$ cat src/rtl/core/numerov_pkg.sv
// ----------------------------------------------------------------------------
// numerov_pkg
// widths, codes and shared types of the numerov ode stepper
// ----------------------------------------------------------------------------
`default_nettype none

package numerov_pkg;

    localparam int DATA_W    = 32;
    localparam int FRAC_BITS = 16;
    localparam int IDX_W     = 16;
    localparam int CFG_IDX_W = 3;
    localparam int PROD_W    = 65;
    localparam int HF_W      = 48;
    localparam int COEF_W    = 50;
    localparam int DVS_W     = 46;
    localparam int DIVQ_W    = 48;
    localparam int ACC_W     = 84;
    localparam int CNT_W     = 6;

    localparam int DIV3_CYCLES = DIVQ_W / 8;
    localparam int GEN_CYCLES  = DATA_W;

    localparam logic [2:0] CONST_THREE = 3'd3;

    localparam logic signed [COEF_W-1:0] COEF_ONE = 50'sd4294967296;
    localparam logic signed [COEF_W-1:0] COEF_TWO = 50'sd8589934592;

    localparam logic [DATA_W-1:0] Y_MAX = 32'h7fff_ffff;
    localparam logic [DATA_W-1:0] Y_MIN = 32'h8000_0000;

    localparam logic [CFG_IDX_W-1:0] REG_STEP_SQ   = 3'd0;
    localparam logic [CFG_IDX_W-1:0] REG_START_POS = 3'd1;
    localparam logic [CFG_IDX_W-1:0] REG_GRID_STEP = 3'd2;
    localparam logic [CFG_IDX_W-1:0] REG_FIRST_VAL = 3'd3;
    localparam logic [CFG_IDX_W-1:0] REG_SECOND_VAL = 3'd4;
    localparam logic [CFG_IDX_W-1:0] REG_NUM_STEPS = 3'd5;

    typedef enum logic [1:0] {
        ST_OK   = 2'd0,
        ST_SAT  = 2'd1,
        ST_DIVZ = 2'd2
    } t_status;

    typedef enum logic {
        DM_CONST3  = 1'b0,
        DM_GENERAL = 1'b1
    } t_div_mode;

    typedef struct packed {
        logic              start;
        t_div_mode         mode;
        logic [DVS_W-1:0]  rem_init;
        logic [DIVQ_W-1:0] dividend;
        logic [DVS_W-1:0]  divisor;
    } t_div_req;

endpackage

`default_nettype wire

$ cat src/rtl/core/numerov_mul.sv
// ----------------------------------------------------------------------------
// numerov_mul
// shared signed 33 x 32 multiplier with registered product
// ----------------------------------------------------------------------------
`default_nettype none

module numerov_mul import numerov_pkg::*; (
    input  wire logic                      i_clk,
    input  wire logic signed [DATA_W:0]    i_a,
    input  wire logic signed [DATA_W-1:0]  i_b,
    output logic signed [PROD_W-1:0]       o_prod
);

    logic signed [PROD_W-1:0] r_prod;

    always_ff @(posedge i_clk) begin
        r_prod <= i_a * i_b;
    end

    assign o_prod = r_prod;

endmodule

`default_nettype wire

$ cat config.mk
export PLATFORM = sky130hd
export DESIGN_NAME = numerov_mul
export DESIGN_NICKNAME = d
export VERILOG_FILES = /design/src/rtl/core/numerov_pkg.sv /design/src/rtl/core/numerov_mul.sv
export SDC_FILE = /design/constraint.sdc
export NUM_CORES = 2
export LEC_CHECK = 0
export ABC_AREA = 1
export BUFFER_PORTS_ARGS = -buffer_cell sky130_fd_sc_hd__buf_2
export CAP_MARGIN = 20
export CORE_ASPECT_RATIO = 1.25
export CORE_MARGIN = 2
export CORE_UTILIZATION = 45
export DETAILED_ROUTE_END_ITERATION = 12
export PLACE_DENSITY = 0.57
export SLEW_MARGIN = 30
export SYNTH_ARGS = -nofsm -noshare
export SYNTH_HDL_FRONTEND = slang
export SYNTH_SLANG_ARGS = --single-unit
$ cat constraint.sdc
create_clock -name i_clk -period 9.4 [get_ports i_clk]
set_input_delay 1.88 -clock i_clk [delete_from_list [all_inputs] [get_ports i_clk]]
set_output_delay 1.88 -clock i_clk [all_outputs]
set_load 0.05 [all_outputs]
### Word level (Yosys, flattened, before mapping)

Index checks and enable logic that the tools add are counted.

| storage, ports and cells | value |
|---|---|
| output and inout bits | 65 |
| logic and storage cells | 2 |
| register bits after elaboration | 65 |
| input port bits | 66 |

| operators by class | value |
|---|---|
| multipliers | 1 |

Operators by type and width:

| kind | count |
|---|---|
| 33-bit by 32-bit multiplier with 65-bit output | 1 |

### Longest topological paths before layout

| depth | value |
|---|---|
| word-level depth | 1 |
| gate-level depth with buffers | 32 |
| gate-level depth less buffers | 30 |

### Least setup slack after synthesis

No wires, ideal clock.

| timing | value |
|---|---|
| kind | input-to-reg |
| start point | in i_b[7] |
| end point | reg r_prod[62], in the netlist o_prod[62] |
| library setup time | 0.112 ns |
| stages | 26 |
| path buffers | 2 |
| arrival | 8.575 ns |
| path slack | 0.713 ns |
| cells stage by stage | clkbuf_1 -> clkbuf_1 -> nand2_1 -> inv_1 -> fa_1 -> inv_1 -> fa_1 -> inv_1 -> fa_1 -> fa_1 -> inv_1 -> fa_1 -> inv_1 -> fa_1 -> inv_1 -> fa_1 -> inv_1 -> fa_1 -> ha_1 -> nand2_1 -> nor2_1 -> nand2_1 -> nor4_1 -> nand2_1 -> nand3_1 -> nand2_1 |

| between the ends | value |
|---|---|
| cells in the longest elaborated chain, start to end | 1 |

RTL lines:

| what | RTL line | text |
|---|---|---|
| from (decl) | numerov_mul.sv:10 | `input wire logic signed [DATA_W-1:0] i_b,` |
| 33-bit by 32-bit multiplier with 65-bit output | numerov_mul.sv:17 | `r_prod <= i_a * i_b;` |
| to (signal assigned) | numerov_mul.sv:17 |  |
| to (decl) | numerov_mul.sv:14 | `logic signed [PROD_W-1:0] r_prod;` |

Every way passes these cells.

### Final worst setup path

| timing | value |
|---|---|
| start point | in i_a[32] |
| end point | reg r_prod[64], in the netlist o_prod[64] |

| between the ends | value |
|---|---|
| cells in the longest elaborated chain, start to end | 1 |

RTL lines:

| what | RTL line | text |
|---|---|---|
| from (decl) | numerov_mul.sv:9 | `input wire logic signed [DATA_W:0] i_a,` |
| 33-bit by 32-bit multiplier with 65-bit output | numerov_mul.sv:17 |  |

Every way passes these cells.

==> metrics list <==
- Run status: complete, no violations
- After clock tree synthesis, the clock-pin slew on the worst setup and hold paths is 0.07 ns.
* Effective utilization at floorplan: a little under half
* TritonCTS Buffers: 9
- Summing all multi-input logic gate instances after layout gives 32,500 um2.
- First-pass GRT wire length: ~190 mm
* Max reg flops: 65
- After clock tree synthesis, the setup repair step added 0 buffers.
- Distinct cells, synth: 35
* Final Cycle Share: 93.7%
- Type of origin of the critical path: input port
- The first detailed-routing pass ran for 6 iterations.
- Sequential share of the synthesized area: 3.15%
* Final GP Congestion: 0.949
- Drt total wl: 119 mm
- Most instantiated cells after synthesis: sky130_fd_sc_hd__inv_1, sky130_fd_sc_hd__nand2_1, sky130_fd_sc_hd__fa_1
* Core Area: roughly 91,000 um2
* Max-cap violations: 0
* Number of warnings issued by yosys: 0
- After layout, the worst setup slack is 0.589 ns.
* Most Used Layer, Global Route: met2
- The worst path needs 8.81 ns of the cycle, external delays included.
- Fmax: 113 MHz
- For this run, the leading register cell type out of synthesis is sky130_fd_sc_hd__dfxtp_1.
- Counting along the longest clock path gives a buffer depth of 2.
- Synthesis handed over a netlist of 5,265 instances.
* Mean Syn Cell Area: 7.83 um2
- The detail route stage leaves a number of antenna-violating nets equal to 0.
- Starting DRT DRC Count: 2,060
- Critical path required time: a little under 10 ns
- The final-report hold violation count was 0.
- H-tree Lvls: 3
- Unrepaired setup endpoints after global routing: no
* Max-slew headroom at the worst pin: 47.8%
- Met3 Use GR: around 1.5%
* TritonCTS sink count: 65
- The post-route netlist has 5.72% of its cells at a drive strength greater than 1.
- The tightest min-delay check is of the in2reg type.
* Post-DR vias/cell: ~4.8
- For met2 alone, demand over resource in global routing was a little under 50%.
* Growth of design area from synthesis to finish: 6.22%
- Final routed wire length divided by cell count: 18.3 um
* Clock root buffer master: sky130_fd_sc_hd__clkbuf_16
* Vertical extent of the die: 342 um
- The total overflow left after global routing is 0.
* Post-synth design cell area: around 41,000 um2
- DP HPWL: 106 mm
- Cell depth of the worst min-delay path: 4
* Signal arrival time at the worst endpoint: 9.11 ns
- Global routing used 26.8% of the available tracks.
- In this run, synthesis produced a sequential element count of 65.
- The net count of the finished layout is 6,654.
- Setup violations remaining at the end of the flow were counted as 0.
* Kind of critical path: in2reg
- Entering global routing, the biggest net connects 34 pins.
- In the routed design, unresolved DRC markers number 0.
* Hold Buf Count CTS: 0
- The die covers 94,100 um2.
* Largest fanout on the critical path: 24
- Once the clock tree was built, the resizer swapped 0 gates to a different size.
- In this run the horizontal extent of the chip is 275 um.
- The largest total area in the synthesized netlist belongs to sky130_fd_sc_hd__fa_1.
* Synth top area share: a little over half
- Final slew viol count: 0
* Top area cells in the synthesized netlist: sky130_fd_sc_hd__fa_1, sky130_fd_sc_hd__inv_1, sky130_fd_sc_hd__nand2_1, sky130_fd_sc_hd__ha_1, sky130_fd_sc_hd__dfxtp_1
- Of all flip-flops after synthesis, the portion carrying an async set or reset was 0%.
* Row Count: about 120
- sky130_fd_sc_hd__inv_1 is the most common cell in the netlist.
- Net Count, Synth: 6,629
- CTS tree: built
* GR met1 Demand/Resource: 33.9%
- For this design the top-level I/O count stands at between 100 and 150.
- Worst Setup Slack post-DPL: 0.243 ns
* Count of buffers inserted at the top-level ports: 130
- Hold EP: o_prod[0]
- For this block, the via count after detailed routing is 31,500.
- Antenna violations before repair: 7
- In this run, synthesis inferred 0 flip-flops with an integrated enable.
* Worst-Margin Slew: 0.782 ns
* Sequential cell area in the final layout: about 1300 um2
- Fillers: ~9,200
- The worst hold path begins at i_b[0].
- Setup tns final: 0 ns
- Number of global-route vias before repair: 34,000
- The worst setup path is captured at a flop.
-- worst max-delay path, stage by stage --
cell and delay [ns]:
sky130_fd_sc_hd__buf_2 0.42, sky130_fd_sc_hd__nand2_1 0.22, sky130_fd_sc_hd__inv_1 0.13, sky130_fd_sc_hd__fa_1 0.41, sky130_fd_sc_hd__inv_1 0.24, sky130_fd_sc_hd__fa_1 0.47, sky130_fd_sc_hd__inv_1 0.22, sky130_fd_sc_hd__fa_1 0.50
sky130_fd_sc_hd__fa_1 0.52, sky130_fd_sc_hd__inv_1 0.21, sky130_fd_sc_hd__fa_1 0.54, sky130_fd_sc_hd__inv_1 0.05, sky130_fd_sc_hd__fa_1 0.53, sky130_fd_sc_hd__inv_1 0.05, sky130_fd_sc_hd__fa_1 0.48, sky130_fd_sc_hd__inv_1 0.05
sky130_fd_sc_hd__fa_1 0.46, sky130_fd_sc_hd__ha_1 0.39, sky130_fd_sc_hd__a21oi_1 0.23, sky130_fd_sc_hd__inv_1 0.06, sky130_fd_sc_hd__a21oi_1 0.27, sky130_fd_sc_hd__nand2_1 0.14, sky130_fd_sc_hd__a21oi_1 0.16, sky130_fd_sc_hd__nand2_1 0.07
sky130_fd_sc_hd__a21oi_1 0.23, sky130_fd_sc_hd__nand2_1 0.08, sky130_fd_sc_hd__nand2_1 0.07
-- placed cells by master (no fill, tap or decap), types with 2 or more instances in the layout --
master                       netlist  layout
sky130_fd_sc_hd__inv_1          1744    1744
sky130_fd_sc_hd__nand2_1        1518    1518
sky130_fd_sc_hd__fa_1           1112    1112
sky130_fd_sc_hd__ha_1            186     186
sky130_fd_sc_hd__buf_2             0     130
sky130_fd_sc_hd__nor2_1          124     124
sky130_fd_sc_hd__buf_4             0     101
sky130_fd_sc_hd__nand3_1          76      76
sky130_fd_sc_hd__dfxtp_1          65      65
sky130_fd_sc_hd__a21oi_1          61      61
sky130_fd_sc_hd__xor2_1           32      32
sky130_fd_sc_hd__nand4_1          21      21
sky130_fd_sc_hd__o21ai_0          15      15
sky130_fd_sc_hd__o21bai_1         14      14
sky130_fd_sc_hd__nand2_2          12      12
sky130_fd_sc_hd__nor2_2           10      10
sky130_fd_sc_hd__clkbuf_16         0       9
sky130_fd_sc_hd__buf_12            0       9
sky130_fd_sc_hd__nand3_2           7       7
sky130_fd_sc_hd__diode_2           0       6
sky130_fd_sc_hd__or2_2             5       5
sky130_fd_sc_hd__nor4_1            5       5
sky130_fd_sc_hd__nor3_1            5       5
sky130_fd_sc_hd__nor3_2            4       4
sky130_fd_sc_hd__inv_2             3       3
sky130_fd_sc_hd__nand3b_1          3       3
sky130_fd_sc_hd__xnor2_1           3       3
sky130_fd_sc_hd__nor2_4            2       2
sky130_fd_sc_hd__a21o_1            2       2
sky130_fd_sc_hd__and3_1            2       2
sky130_fd_sc_hd__clkinvlp_4        0       2
sky130_fd_sc_hd__inv_6             0       2
sky130_fd_sc_hd__inv_8             0       2
-- per-layer routing --
layer	vias to the layer above	wire [um]
met5	-	7
met4	2	3610
met3	175	4760
met2	772	64500
met1	16200	46200
li1	14300	-
-- stage by stage --
stage	instances	hold slack [ns]	utilization (%)	area, um2
6_report	6498	2.23	48.0	43800
5_1_grt	6498	2.25	48.0	43800
4_1_cts	6492	2.24	48.0	43800
3_5_place_dp	6476	2.35	47.7	43500
3_3_place_gp	6476	2.35	47.7	43500
2_1_floorplan	5265	2.15	-	41200
-- cell families (layout without fill, tap and decap cells) --
| group | Yosys count | after routing | share of synthesized area (%) |
|---|---|---|---|
| compound gates | 96 | 96 | 1.28 |
| xor+xnor | 35 | 35 | 0.743 |
| fa+ha+maj | 1298 | 1298 | 59.6 |
| buf+inv | 1973 | 2003 | 18.0 |
| flops | 65 | 65 | 3.15 |
| other cells | 0 | 6 | 0 |
| simple gates | 1798 | 1798 | 17.2 |
-- worst max path at each step --
stage                            end    start  cells after the start
after global placement    o_prod[64]  i_b[10]                     23
after floorplan           o_prod[62]   i_b[7]                     26
after detailed placement  o_prod[64]  i_a[32]                     23
after CTS                 o_prod[64]  i_a[32]                     23
after global routing      o_prod[64]  i_a[32]                     27
final                     o_prod[64]  i_a[32]                     27
-- layout make-up --
cell class	count	area share (%)
multi-input combinational	3227	74.3
clock inverter	7	0.194
tap	1197	3.42
timing repair buffer	240	3.63
clock buffer	9	0.514
antenna	6	0.0343
sequential	65	2.97
inverter	1747	15.0
Power is not shown: default switching activity piles up to over one toggle a cycle in this logic, so the estimate is an artifact.
