$ cat src/rtl/core/numerov_pkg.sv
// ----------------------------------------------------------------------------
// numerov_pkg
// widths, codes and shared types of the numerov ode stepper
// ----------------------------------------------------------------------------
`default_nettype none

package numerov_pkg;

    localparam int DATA_W    = 32;
    localparam int FRAC_BITS = 16;
    localparam int IDX_W     = 16;
    localparam int CFG_IDX_W = 3;
    localparam int PROD_W    = 65;
    localparam int HF_W      = 48;
    localparam int COEF_W    = 50;
    localparam int DVS_W     = 46;
    localparam int DIVQ_W    = 48;
    localparam int ACC_W     = 84;
    localparam int CNT_W     = 6;

    localparam int DIV3_CYCLES = DIVQ_W / 8;
    localparam int GEN_CYCLES  = DATA_W;

    localparam logic [2:0] CONST_THREE = 3'd3;

    localparam logic signed [COEF_W-1:0] COEF_ONE = 50'sd4294967296;
    localparam logic signed [COEF_W-1:0] COEF_TWO = 50'sd8589934592;

    localparam logic [DATA_W-1:0] Y_MAX = 32'h7fff_ffff;
    localparam logic [DATA_W-1:0] Y_MIN = 32'h8000_0000;

    localparam logic [CFG_IDX_W-1:0] REG_STEP_SQ   = 3'd0;
    localparam logic [CFG_IDX_W-1:0] REG_START_POS = 3'd1;
    localparam logic [CFG_IDX_W-1:0] REG_GRID_STEP = 3'd2;
    localparam logic [CFG_IDX_W-1:0] REG_FIRST_VAL = 3'd3;
    localparam logic [CFG_IDX_W-1:0] REG_SECOND_VAL = 3'd4;
    localparam logic [CFG_IDX_W-1:0] REG_NUM_STEPS = 3'd5;

    typedef enum logic [1:0] {
        ST_OK   = 2'd0,
        ST_SAT  = 2'd1,
        ST_DIVZ = 2'd2
    } t_status;

    typedef enum logic {
        DM_CONST3  = 1'b0,
        DM_GENERAL = 1'b1
    } t_div_mode;

    typedef struct packed {
        logic              start;
        t_div_mode         mode;
        logic [DVS_W-1:0]  rem_init;
        logic [DIVQ_W-1:0] dividend;
        logic [DVS_W-1:0]  divisor;
    } t_div_req;

endpackage

`default_nettype wire

$ cat src/rtl/core/numerov_div.sv
// ----------------------------------------------------------------------------
// numerov_div
// shared iterative divider: divide by three eight bits a cycle, or restoring
// division one quotient bit a cycle
// ----------------------------------------------------------------------------
`default_nettype none

module numerov_div import numerov_pkg::*; (
    input  wire logic              i_clk,
    input  wire logic              i_rst_n,
    input  wire t_div_req          i_req,
    output logic                   o_done,
    output logic [DIVQ_W-1:0]      o_quot
);

    logic              r_busy;
    logic              r_done;
    t_div_mode         r_mode;
    logic [CNT_W-1:0]  r_cnt;
    logic [DVS_W-1:0]  r_rem;
    logic [DVS_W-1:0]  r_dvs;
    logic [DIVQ_W-1:0] r_sh;

    logic [1:0]        c_r;
    logic [2:0]        c_t;
    logic [7:0]        c_q;
    logic [DVS_W:0]    g_t;
    logic              g_ge;
    logic [DVS_W-1:0]  g_rem;
    logic [CNT_W-1:0]  cnt_last;

    // divide by three, msb first, small remainder
    always_comb begin
        c_r = r_rem[1:0];
        c_t = '0;
        c_q = '0;
        for (int i = 0; i < 8; i++) begin
            c_t = {c_r, r_sh[DIVQ_W-1-i]};
            c_q[7-i] = (c_t >= CONST_THREE);
            c_r = c_q[7-i] ? 2'(c_t - CONST_THREE) : c_t[1:0];
        end
    end

    always_comb begin
        g_t   = {r_rem, r_sh[DIVQ_W-1]};
        g_ge  = (g_t >= {1'b0, r_dvs});
        g_rem = g_ge ? DVS_W'(g_t - {1'b0, r_dvs}) : g_t[DVS_W-1:0];
    end

    assign cnt_last = (r_mode == DM_CONST3) ? CNT_W'(DIV3_CYCLES - 1) : CNT_W'(GEN_CYCLES - 1);

    always_ff @(posedge i_clk) begin
        if (!i_rst_n) begin
            r_busy <= 1'b0;
            r_done <= 1'b0;
            r_cnt  <= '0;
        end else begin
            r_done <= 1'b0;
            if (i_req.start) begin
                r_busy <= 1'b1;
                r_cnt  <= '0;
            end else if (r_busy) begin
                r_cnt <= r_cnt + 1'b1;
                if (r_cnt == cnt_last) begin
                    r_busy <= 1'b0;
                    r_done <= 1'b1;
                end
            end
        end
    end

    always_ff @(posedge i_clk) begin
        if (i_req.start) begin
            r_mode <= i_req.mode;
            r_rem  <= (i_req.mode == DM_CONST3) ? '0 : i_req.rem_init;
            r_dvs  <= i_req.divisor;
            r_sh   <= i_req.dividend;
        end else if (r_busy) begin
            if (r_mode == DM_CONST3) begin
                r_rem <= {{(DVS_W-2){1'b0}}, c_r};
                r_sh  <= {r_sh[DIVQ_W-9:0], c_q};
            end else begin
                r_rem <= g_rem;
                r_sh  <= {r_sh[DIVQ_W-2:0], g_ge};
            end
        end
    end

    assign o_done = r_done;
    assign o_quot = r_sh;

endmodule

`default_nettype wire

$ cat config.mk
export PLATFORM = sky130hd
export DESIGN_NAME = numerov_div
export DESIGN_NICKNAME = d
export VERILOG_FILES = /design/src/rtl/core/numerov_pkg.sv /design/src/rtl/core/numerov_div.sv
export SDC_FILE = /design/constraint.sdc
export NUM_CORES = 1
export LEC_CHECK = 0
export ABC_CLOCK_PERIOD_IN_PS = 14300
export BUFFER_PORTS_ARGS = -buffer_cell sky130_fd_sc_hd__buf_4
export CORE_MARGIN = 10
export CORE_UTILIZATION = 25
export CTS_CLUSTER_SIZE = 20
export DETAILED_ROUTE_END_ITERATION = 7
export PLACE_DENSITY = 0.52
export SKIP_CTS_REPAIR_TIMING = 1
export SLEW_MARGIN = 20
export SYNTH_ARGS = -nofsm -noshare
export SYNTH_HDL_FRONTEND = slang
export SYNTH_SLANG_ARGS = --single-unit
$ cat constraint.sdc
create_clock -name i_clk -period 14.3 [get_ports i_clk]
set_input_delay 0.715 -clock i_clk [delete_from_list [all_inputs] [get_ports i_clk]]
set_output_delay 0.715 -clock i_clk [all_outputs]
set_load 0.02 [all_outputs]
Yosys cells after proc, flatten, opt, wreduce, memory -nomap -nowiden
Cells that the tools add are included.
{"block": "totals", "register_bits": 149, "output_inout_bits": 49}
{"block": "classes", "add_sub_neg": 10, "order_cmp": 9, "n_eq_ne": 1, "n_mux": 21, "bitwise_logic": 2, "n_reduce_logical": 3}
{"op": "46-bit 2-to-1 mux", "count": 5}
{"op": "48-bit 2-to-1 mux", "count": 3}
{"op": "47-bit by 46-bit >= comparator with 1-bit output", "count": 1}
{"op": "46-bit subtractor", "count": 1}
{"op": "3-bit by 2-bit >= comparator with 1-bit output, second input constant", "count": 8}
{"op": "2-bit 2-to-1 mux", "count": 8}
{"op": "2-bit subtractor, second input constant", "count": 8}
{"op": "6-bit by 1-bit adder with 6-bit output, second input constant", "count": 1}
{"op": "6-bit by 5-bit equality test with 1-bit output", "count": 1}
{"op": "5-bit 2-to-1 mux", "count": 1}
{"op": "1-bit 2-to-1 mux", "count": 4}
{"op": "3-bit OR reduction", "count": 1}
{"op": "1-bit inverter", "count": 2}
{"op": "2-bit nonzero test", "count": 1}
{"op": "2-bit OR reduction", "count": 1}

Logic depth before layout (Yosys ltp)
Gate-level depths: netlist (run 1).
{"block": "depth", "depth_word": 19, "mapped_depth": 35, "mapped_depth_nobuf": 35}

Least setup slack after synthesis (run 1)
No wires, ideal clock.
{"block": "synth_path", "path_kind": "register -> register", "from": "reg r_sh[47] (netlist: o_quot[47])", "to": "reg r_rem[0] (data pin)", "arrival_time_ns": 7.015, "slack_ns": 7.024, "path_stages_with_launch": 33, "synth_period_minus_slack_ns": 7.276, "path_cell_list": "edfxtp_1 -> ha_1 -> nor3_1 -> nor2_1 -> ha_1 -> nor2_1 -> a31oi_1 -> o221ai_1 -> ha_1 -> nor2_1 -> mux2i_2 -> o21ai_0 -> ha_1 -> or3_1 -> o32ai_2 -> a21oi_1 -> ha_1 -> or3_1 -> o32ai_1 -> a21oi_1 -> ha_1 -> or3_1 -> o2bb2ai_1 -> a21oi_1 -> ha_1 -> or3b_2 -> mux2i_1 -> mux2_2 -> ha_1 -> nor2_1 -> mux2i_1 -> a2111oi_2 -> a221o_1"}
{"block": "synth_via", "elab_chain_len": 19}
{"item": "start, declared", "line_no": "numerov_div.sv:22", "text": "logic [DIVQ_W-1:0] r_sh;"}
{"item": "start signal, assigned", "line_no": "numerov_div.sv:77", "text": "r_sh <= i_req.dividend;"}
{"item": "start signal, assigned", "line_no": "numerov_div.sv:81", "text": "r_sh <= {r_sh[DIVQ_W-9:0], c_q};"}
{"item": "start signal, assigned", "line_no": "numerov_div.sv:84", "text": "r_sh <= {r_sh[DIVQ_W-2:0], g_ge};"}
{"item": "3-bit by 2-bit >= comparator with 1-bit output / 2-bit subtractor (equally long branches)", "line_no": "numerov_div.sv:39, numerov_div.sv:40"}
{"item": "2-bit 2-to-1 mux", "line_no": "numerov_div.sv:40", "text": "c_r = c_q[7-i] ? 2'(c_t - CONST_THREE) : c_t[1:0];"}
{"item": "3-bit by 2-bit >= comparator with 1-bit output / 2-bit subtractor (equally long branches)", "line_no": "numerov_div.sv:39, numerov_div.sv:40"}
{"item": "2-bit 2-to-1 mux", "line_no": "numerov_div.sv:40"}
{"item": "3-bit by 2-bit >= comparator with 1-bit output / 2-bit subtractor (equally long branches)", "line_no": "numerov_div.sv:39, numerov_div.sv:40"}
{"item": "2-bit 2-to-1 mux", "line_no": "numerov_div.sv:40"}
{"item": "3-bit by 2-bit >= comparator with 1-bit output / 2-bit subtractor (equally long branches)", "line_no": "numerov_div.sv:39, numerov_div.sv:40"}
{"item": "2-bit 2-to-1 mux", "line_no": "numerov_div.sv:40"}
{"item": "(+3 left out)"}
{"item": "2-bit 2-to-1 mux", "line_no": "numerov_div.sv:40"}
{"item": "3-bit by 2-bit >= comparator with 1-bit output / 2-bit subtractor (equally long branches)", "line_no": "numerov_div.sv:39, numerov_div.sv:40"}
{"item": "2-bit 2-to-1 mux", "line_no": "numerov_div.sv:40"}
{"item": "3-bit by 2-bit >= comparator with 1-bit output", "line_no": "numerov_div.sv:39", "text": "c_q[7-i] = (c_t >= CONST_THREE);"}
{"item": "2-bit 2-to-1 mux", "line_no": "numerov_div.sv:40"}
{"item": "46-bit 2-to-1 mux (*)", "line_no": "numerov_div.sv:79", "text": "if (r_mode == DM_CONST3) begin"}
{"item": "46-bit 2-to-1 mux (*)", "line_no": "numerov_div.sv:78", "text": "end else if (r_busy) begin"}
{"item": "46-bit 2-to-1 mux (*)", "line_no": "numerov_div.sv:73", "text": "if (i_req.start) begin"}
{"item": "end signal, assigned", "line_no": "numerov_div.sv:75", "text": "r_rem <= (i_req.mode == DM_CONST3) ? '0 : i_req.rem_init;"}
{"item": "end signal, assigned", "line_no": "numerov_div.sv:80", "text": "r_rem <= {{(DVS_W-2){1'b0}}, c_r};"}
{"item": "end signal, assigned", "line_no": "numerov_div.sv:83", "text": "r_rem <= g_rem;"}
{"item": "end, declared", "line_no": "numerov_div.sv:20", "text": "logic [DVS_W-1:0] r_rem;"}
Mark *: on every way between the ends. The rest lies on a longest branch, timed or not. The select of a mux whose other input is x is not followed.
A chain may end at the register's enable or synchronous reset.

Worst setup path in the final report (run 1)
Ends and elaborated chain as after synthesis.

==> key figures, run 1 <==
Logic synthesis
  – FFs w/ async S/R, synth: 0%
  – Ranking of synthesized cells by area: edfxtp_1, ha_1, o21ai_0
  – Sequential area share after synthesis: 45.4%
  – Post-synthesis instance area: 9690 um2
  – Yosys warnings: 0
  – Main synth FF type: edfxtp_1
  – Net count after synthesis: 1,171
  – Cells after Synth: about 970
  – Yosys top cell by area: edfxtp_1
  – Syn_area_per_cell: approximately 10 um2
  – Yosys reg bits: 149
  – Post-synth EDFFs: 141
  – Share of the synthesized area in the top cell type: 43.7%
  – Distinct cell type count after synthesis: 67

Cells and area
  – Layout Nets: between 1,000 and 1,500
  – Reg area: 4390 um2
  – Share of cells above drive strength 1: 21.5%
  – Layout fillers: slightly above 4,000
  – Fin util: a little under a third
  – Layout area overhead: 26.1%
  – Multi-input gate area: 4890 um2

Drt
  – Via count: 7,959
  – Antenna-violating nets left: 0
  – Final wirelength: between 30,000 and 40,000 um
  – DRC viols: 0
  – DR vias/cell: ~4.8
  – Avg WL per Cell: approximately 18 um
  – DRT iter0 DRCs: around 540
  – DR pass1 iterations: 5

Job
  – Max capacitance violation total: 0

Floorplanning
  – Die boundary height: ~220 um
  – Rows: 72
  – I/O pin total: 193
  – DIE AREA: 47,000 um2
  – Die width: 217 um
  – Core area: 38,500 um2
  – Initial Utilization: about 25%

Clock network
  – CTS Buf Count: 17
  – Root Buffer: clkbuf_16
  – Clock transition at the registers of the reported paths: 0.08 ns
  – H-Tree Level Count: 4
  – CTS Sinks: 149
  – Bufs on Longest Clock Path: 2
  – CTS tree: built
  – Clk_lat worst skew: about 0.46 ns

Pwr
  – Leak: 5.19 nW
  – Peak supply drop: 0.0000883 V
  – Tot Pwr: ~1.6 mW
  – PwrDens: between 100 and 150 nW/um2

GRT
  – Vias in the first global route: 8,000
  – Initial antenna violation count: 1
  – GRT Resource Usage Total: between 10% and 20%
  – Largest net degree at the start of global routing: 82
  – GRT Residual Overflow: 0
  – First-pass GRT wire length: ~47,000 um

Setup path
  – Critical path type: flop to flop
  – Most frequent CP cell: ha_1
  – Critical path endpoint: r_rem[0]$_DFFE_PP_
  – Startpoint type of the worst setup path: flop
  – Critical path capture point type: flop
  – CP Data Arrival Time: 8.40 ns
  – Max Fanout on Critical Path: 11
  – Worst reg-to-reg path cell count: 32
  – Worst R2R Setup Slack: 6.10 ns
  – Worst path slowest cell: edfxtp_1
  – Worst reg2reg startpoint: o_quot[47]$_DFFE_PP_
  – Critical Path Source: o_quot[47]$_DFFE_PP_
  – Max incr delay on CP: 0.53 ns
  – CP required: 14.51 ns
  – Worst reg2reg endpoint: r_rem[0]$_DFFE_PP_

Hold path
  – Hold path depth: 1
  – Hold Path Class: input pin to flop
  – HP Start: i_req[12]

STA
  – Post-layout min period: 8.20 ns
  – Post-route setup TNS: 0 ns
  – Hold Slack: roughly 0.43 ns
  – Final hold vios: 0
  – Fmax: 122 MHz
  – Worst slew pin tran: ~0.94 ns
  – Slew Limit Fails: 0
  – Setup violations, final: 0
  – Worst-case clock skew: 0.0196 ns
  – Fin crit share: 57.3%
  – RSZ-0062 raised after global routing: no
  – Slew HR: a little under two fifths
  – Final WS setup: 6.10 ns

Placement
  – Hpwl dp: 22,800 um
  – GP Congestion: 0.811
  – # port buffers: 192
  – DP Worst Slack: 6.11 ns

Run status
  – Outcome: finished clean
==> through the flow <==
stage	area, um2	cells
2_1_floorplan	9690	971
3_3_place_gp	11600	1637
3_5_place_dp	11600	1637
4_1_cts	12200	1669
5_1_grt	12200	1671
6_report	12200	1671
==> registers in the layout, summed over array words and instances, names as in the netlist <==
register	count
o_done	1
r_busy	1
r_dvs	46
r_rem	46
o_quot	48
r_mode	1
r_cnt	6
==> worst max-delay path, delay by kind of cell, from the launching register on <==
family | cells | cell delay, ns
flip-flops | 1 | 0.53
AO/OA/AOI/OAI | 11 | 1.94
AND/OR/NAND/NOR | 9 | 2.41
adder cells (fa/ha/maj) | 8 | 2.09
multiplexers | 4 | 0.96
==> synth_stat cells, drive strengths merged (10+ instances only) <==
library cell    n
nand2         109
inv            60
mux2i          53
o21bai         11
clkbuf         39
a22o           22
nand3          14
o21a           10
nand4          13
edfxtp        141
o21ai         108
buf            11
a21oi          58
a21o           34
ha             55
nand2b         12
xor2           20
xnor2          22
nor2           41
nor2b          14
==> final cells by class <==
type	count	share of cell area, %
diodes	1	0.0205
flip-flops and latches	149	36.0
repair buffers	199	12.3
well taps	518	5.31
multi-input cells	712	40.1
clock buffers	18	3.51
inverters	60	1.84
clock inverters	14	0.973
==> report_power, final <==
part	internal [mW]	switching (mW)	total (mW)
Combinational	0.265	0.341	0.606
Clock	0.227	0.214	0.441
Sequential	0.544	0.0431	0.587
Total	1.04	0.598	1.63
==> cell usage in the layout, fill, tap and decap left out, types with 14 or more instances in the layout <==
cell       instances
nor2_1            41
inv_1             60
edfxtp_1         141
ha_1              55
a21o_1            34
a22o_1            22
clkbuf_16         17
o21ai_0          107
xor2_1            20
mux2i_1           49
buf_4            198
nand2_1          109
xnor2_1           22
nand3_1           14
a21oi_1           58
==> layer usage <==
metal	routed length (um)	share of wire [%]	GRT usage (%)
met4	470	1.5	4.15
met2	14600	48	20.8
met3	1290	4.2	2.72
met1	14300	47	16.7
met5	0	0	0
==> logic make-up (layout without fill, tap and decap cells) <==
kind of cell	count (synthesis)	in the layout	share of synthesized area [%]
AND/OR/NAND/NOR	248	248	12.3
flip-flops	149	149	45.4
XOR/XNOR	42	42	3.80
adder cells (fa/ha/maj)	56	56	7.31
buffers and inverters	110	291	4.47
other	0	1	0
AO/OA/AOI/OAI	310	310	20.6
multiplexers	56	56	6.11
==> worst min path at each step <==
stage	end	slack, ns
after floorplan	r_cnt[5]$_SDFFE_PP0P_	0.46
after global placement	r_cnt[5]$_SDFFE_PP0P_	0.47
after detailed placement	r_cnt[5]$_SDFFE_PP0P_	0.49
after CTS	r_dvs[12]$_DFFE_PP_	0.40
after global routing	r_dvs[11]$_DFFE_PP_	0.41
final	r_dvs[12]$_DFFE_PP_	0.43
Note: power is estimated with default switching activity, not from simulation.
==> run 2: changes to the inputs <==
- ABC_CLOCK_PERIOD_IN_PS: 14300 -> 7300
- PLACE_DENSITY: 0.52 -> 0.53
- clock period: 14.3 -> 7.3 ns (I/O delays scaled with it)
==> run 2 against run 1 <==
Against the previous run: wire length grew 0.17%; worst hold slack got worse by 0.33 ns; setup slack got worse by 5.8 ns; sequential share of layout area shrank 0.83 points; critical path depth up 3; sequential power rose by 96%; combinational power rose by 110%; die area stayed put; count of clock-buffer cells in the layout is 1 lower; total power grew 110%; largest power group unchanged.
==> key figures, run 2 (synthesized netlist as in run 1, its figures left out) <==
Floorplanning
  – Initial Utilization: 25.2% (unchanged)
  – Rows: 72 (unchanged)
  – DIE AREA: 47,000 um2 (unchanged)
  – Die boundary height: 217 um (unchanged)
  – I/O pin total: 193 (unchanged)
  – Core area: 38,500 um2 (unchanged)
  – Die width: 217 um (unchanged)

Drt
  – DR pass1 iterations: 5 (unchanged)
  – DR vias/cell: 4.75 (-0.30%)
  – DRC viols: 0 (unchanged)
  – Avg WL per Cell: 18.2 um (-0.78%)
  – Antenna-violating nets left: 0 (unchanged)
  – Final wirelength: 30,700 um (+0.17%)
  – Via count: 8,011 (+0.65%)
  – DRT iter0 DRCs: 458 (-16%)

STA
  – Worst slew pin tran: 1.08 ns (+0.146 ns)
  – Hold Slack: 0.101 ns (-0.325 ns)
  – Final hold vios: 0 (unchanged)
  – Post-layout min period: 6.99 ns (-1.21 ns)
  – Fin crit share: 95.7% (+38 points)
  – Final WS setup: 0.313 ns (-5.79 ns)
  – Worst-case clock skew: 0.0183 ns (-0.00124 ns)
  – Fmax: 143 MHz (+17%)
  – Setup violations, final: 0 (unchanged)
  – Slew HR: 27.7% (-9.7 points)
  – Slew Limit Fails: 0 (unchanged)

Placement
  – GP Congestion: 0.814 (+0.31%)
  – Hpwl dp: 22,700 um (-0.67%)
  – DP Worst Slack: -0.287 ns (-6.39 ns)
  – Post-Place Cells: 1,645 (+0.49%)
  – # port buffers: 192 (unchanged)

Pwr
  – Leak: 5.32 nW (+2.4%)
  – PwrDens: 270 nW/um2 (+100%)
  – Tot Pwr: 3.38 mW (+110%)
  – Peak supply drop: 0.000161 V (+83%)

Job
  – Max capacitance violation total: 0 (unchanged)

Cells and area
  – Largest register FFs: 48 (unchanged)
  – Share of cells above drive strength 1: 24.1% (+2.6 points)
  – Layout fillers: 3,992 (-0.84%)
  – Commonest cells after routing, fill and taps aside: buf_4, edfxtp_1, nand2_1
  – Final Instance Count excl. Fillers: 1,687 (+0.96%)
  – Most common cell after layout, fill and taps aside: buf_4
  – # diodes: 0 (-1)
  – Layout area overhead: 29.0%
  – Layout Nets: 1,356 (+1.3%)

Clock network
  – Clk_lat worst skew: 0.44 ns (-0.02 ns)
  – Bufs on Longest Clock Path: 2 (unchanged)
  – CTS Sinks: 149 (unchanged)
  – Root Buffer: clkbuf_16
  – CTS tree: built
  – CTS Buf Count: 17 (unchanged)
  – H-Tree Level Count: 4 (unchanged)
  – Clock transition at the registers of the reported paths: 0.07 ns (about the same)

GRT
  – Initial antenna violation count: 0 (-1)
  – Largest net degree at the start of global routing: 103 (+26%)
  – GRT Residual Overflow: 0 (unchanged)
  – GRT Resource Usage Total: 12.6% (-0.22 points)
  – Vias in the first global route: 8,073 (+0.91%)
  – First-pass GRT wire length: 46,600 um (-0.79%)

Hold path
  – Hold Path Class: input pin to flop

Setup path
  – CP Data Arrival Time: 7.18 ns (-1.22 ns)
  – Startpoint type of the worst setup path: flop
  – Critical path type: flop to flop
  – Most frequent CP cell: ha_2
  – Worst path slowest cell: or3b_2
  – Critical path capture point type: flop
  – Max Fanout on Critical Path: 6 (-5)
  – Max incr delay on CP: 0.50 ns (-0.03 ns)
  – CP required: 7.49 ns (-7.02 ns)
  – CP delay by family, top: simple AND/OR/NAND/NOR gates
  – WP buf/inv: 1 (+1)

Run status
  – Outcome: finished clean
==> run 2: cell count changes in the layout (fill, tap and decap cells not counted), sizes merged <==
| cell | previous run | this run |
|---|---|---|
| inv | 66 | 70 |
| clkinvlp | 4 | 1 |
| clkbuf | 18 | 17 |
| diode | 1 | 0 |
| buf | 199 | 216 |
| clkinv | 4 | 2 |
| bufinv | 0 | 2 |
==> run 2: final timing paths <==
path | from | to | slack [ns] | cells after the start
worst max-delay path | r_rem[0]$_DFFE_PP_ | r_rem[0]$_DFFE_PP_ | 0.31 | 35
worst min-delay path | i_req[37] | r_dvs[37]$_DFFE_PP_ | 0.10 | 1
worst max register to register | r_rem[0]$_DFFE_PP_ | r_rem[0]$_DFFE_PP_ | 0.31 | 35
worst min register to register | r_cnt[5]$_SDFFE_PP0P_ | r_cnt[5]$_SDFFE_PP0P_ | 0.50 | 2
==> run 2: stage by stage <==
stage / TNS (ns) / utilization (%) / instance area (um2)
floorplan: 0 / - / 9690
global placement: 0 / 30.4 / 11700
detailed placement: -0.395 / 30.4 / 11700
CTS: -0.615 / 32.0 / 12300
global route: -0.137 / 32.5 / 12500
finish: 0 / 32.5 / 12500
==> run 2: per-layer routing <==
layer	GRT usage, %	wire length [um]	share of wire, %	vias to the layer above
li1	-	-	-	3979
met1	16.0	14100	46	3851
met2	21.4	15000	49	161
met3	2.57	1230	4.0	20
met4	3.33	407	1.3	0
met5	0	0	0	-
==> run 2: report_power, final <==
| part | internal (mW) | switching (mW) |
|---|---|---|
| logic | 0.586 | 0.709 |
| clock network | 0.521 | 0.418 |
| registers | 1.07 | 0.0804 |
| total | 2.17 | 1.21 |
==> run 2: cell type report <==
| class | instances | area [um2] | share of cell area [%] |
|---|---|---|---|
| inverter | 60 | 225 | 1.80 |
| tap | 518 | 648 | 5.19 |
| timing repair buffer | 216 | 1620 | 13.0 |
| multi-input combinational | 712 | 5000 | 40.0 |
| clock inverter | 15 | 181 | 1.45 |
| clock buffer | 17 | 425 | 3.40 |
| sequential | 149 | 4390 | 35.2 |
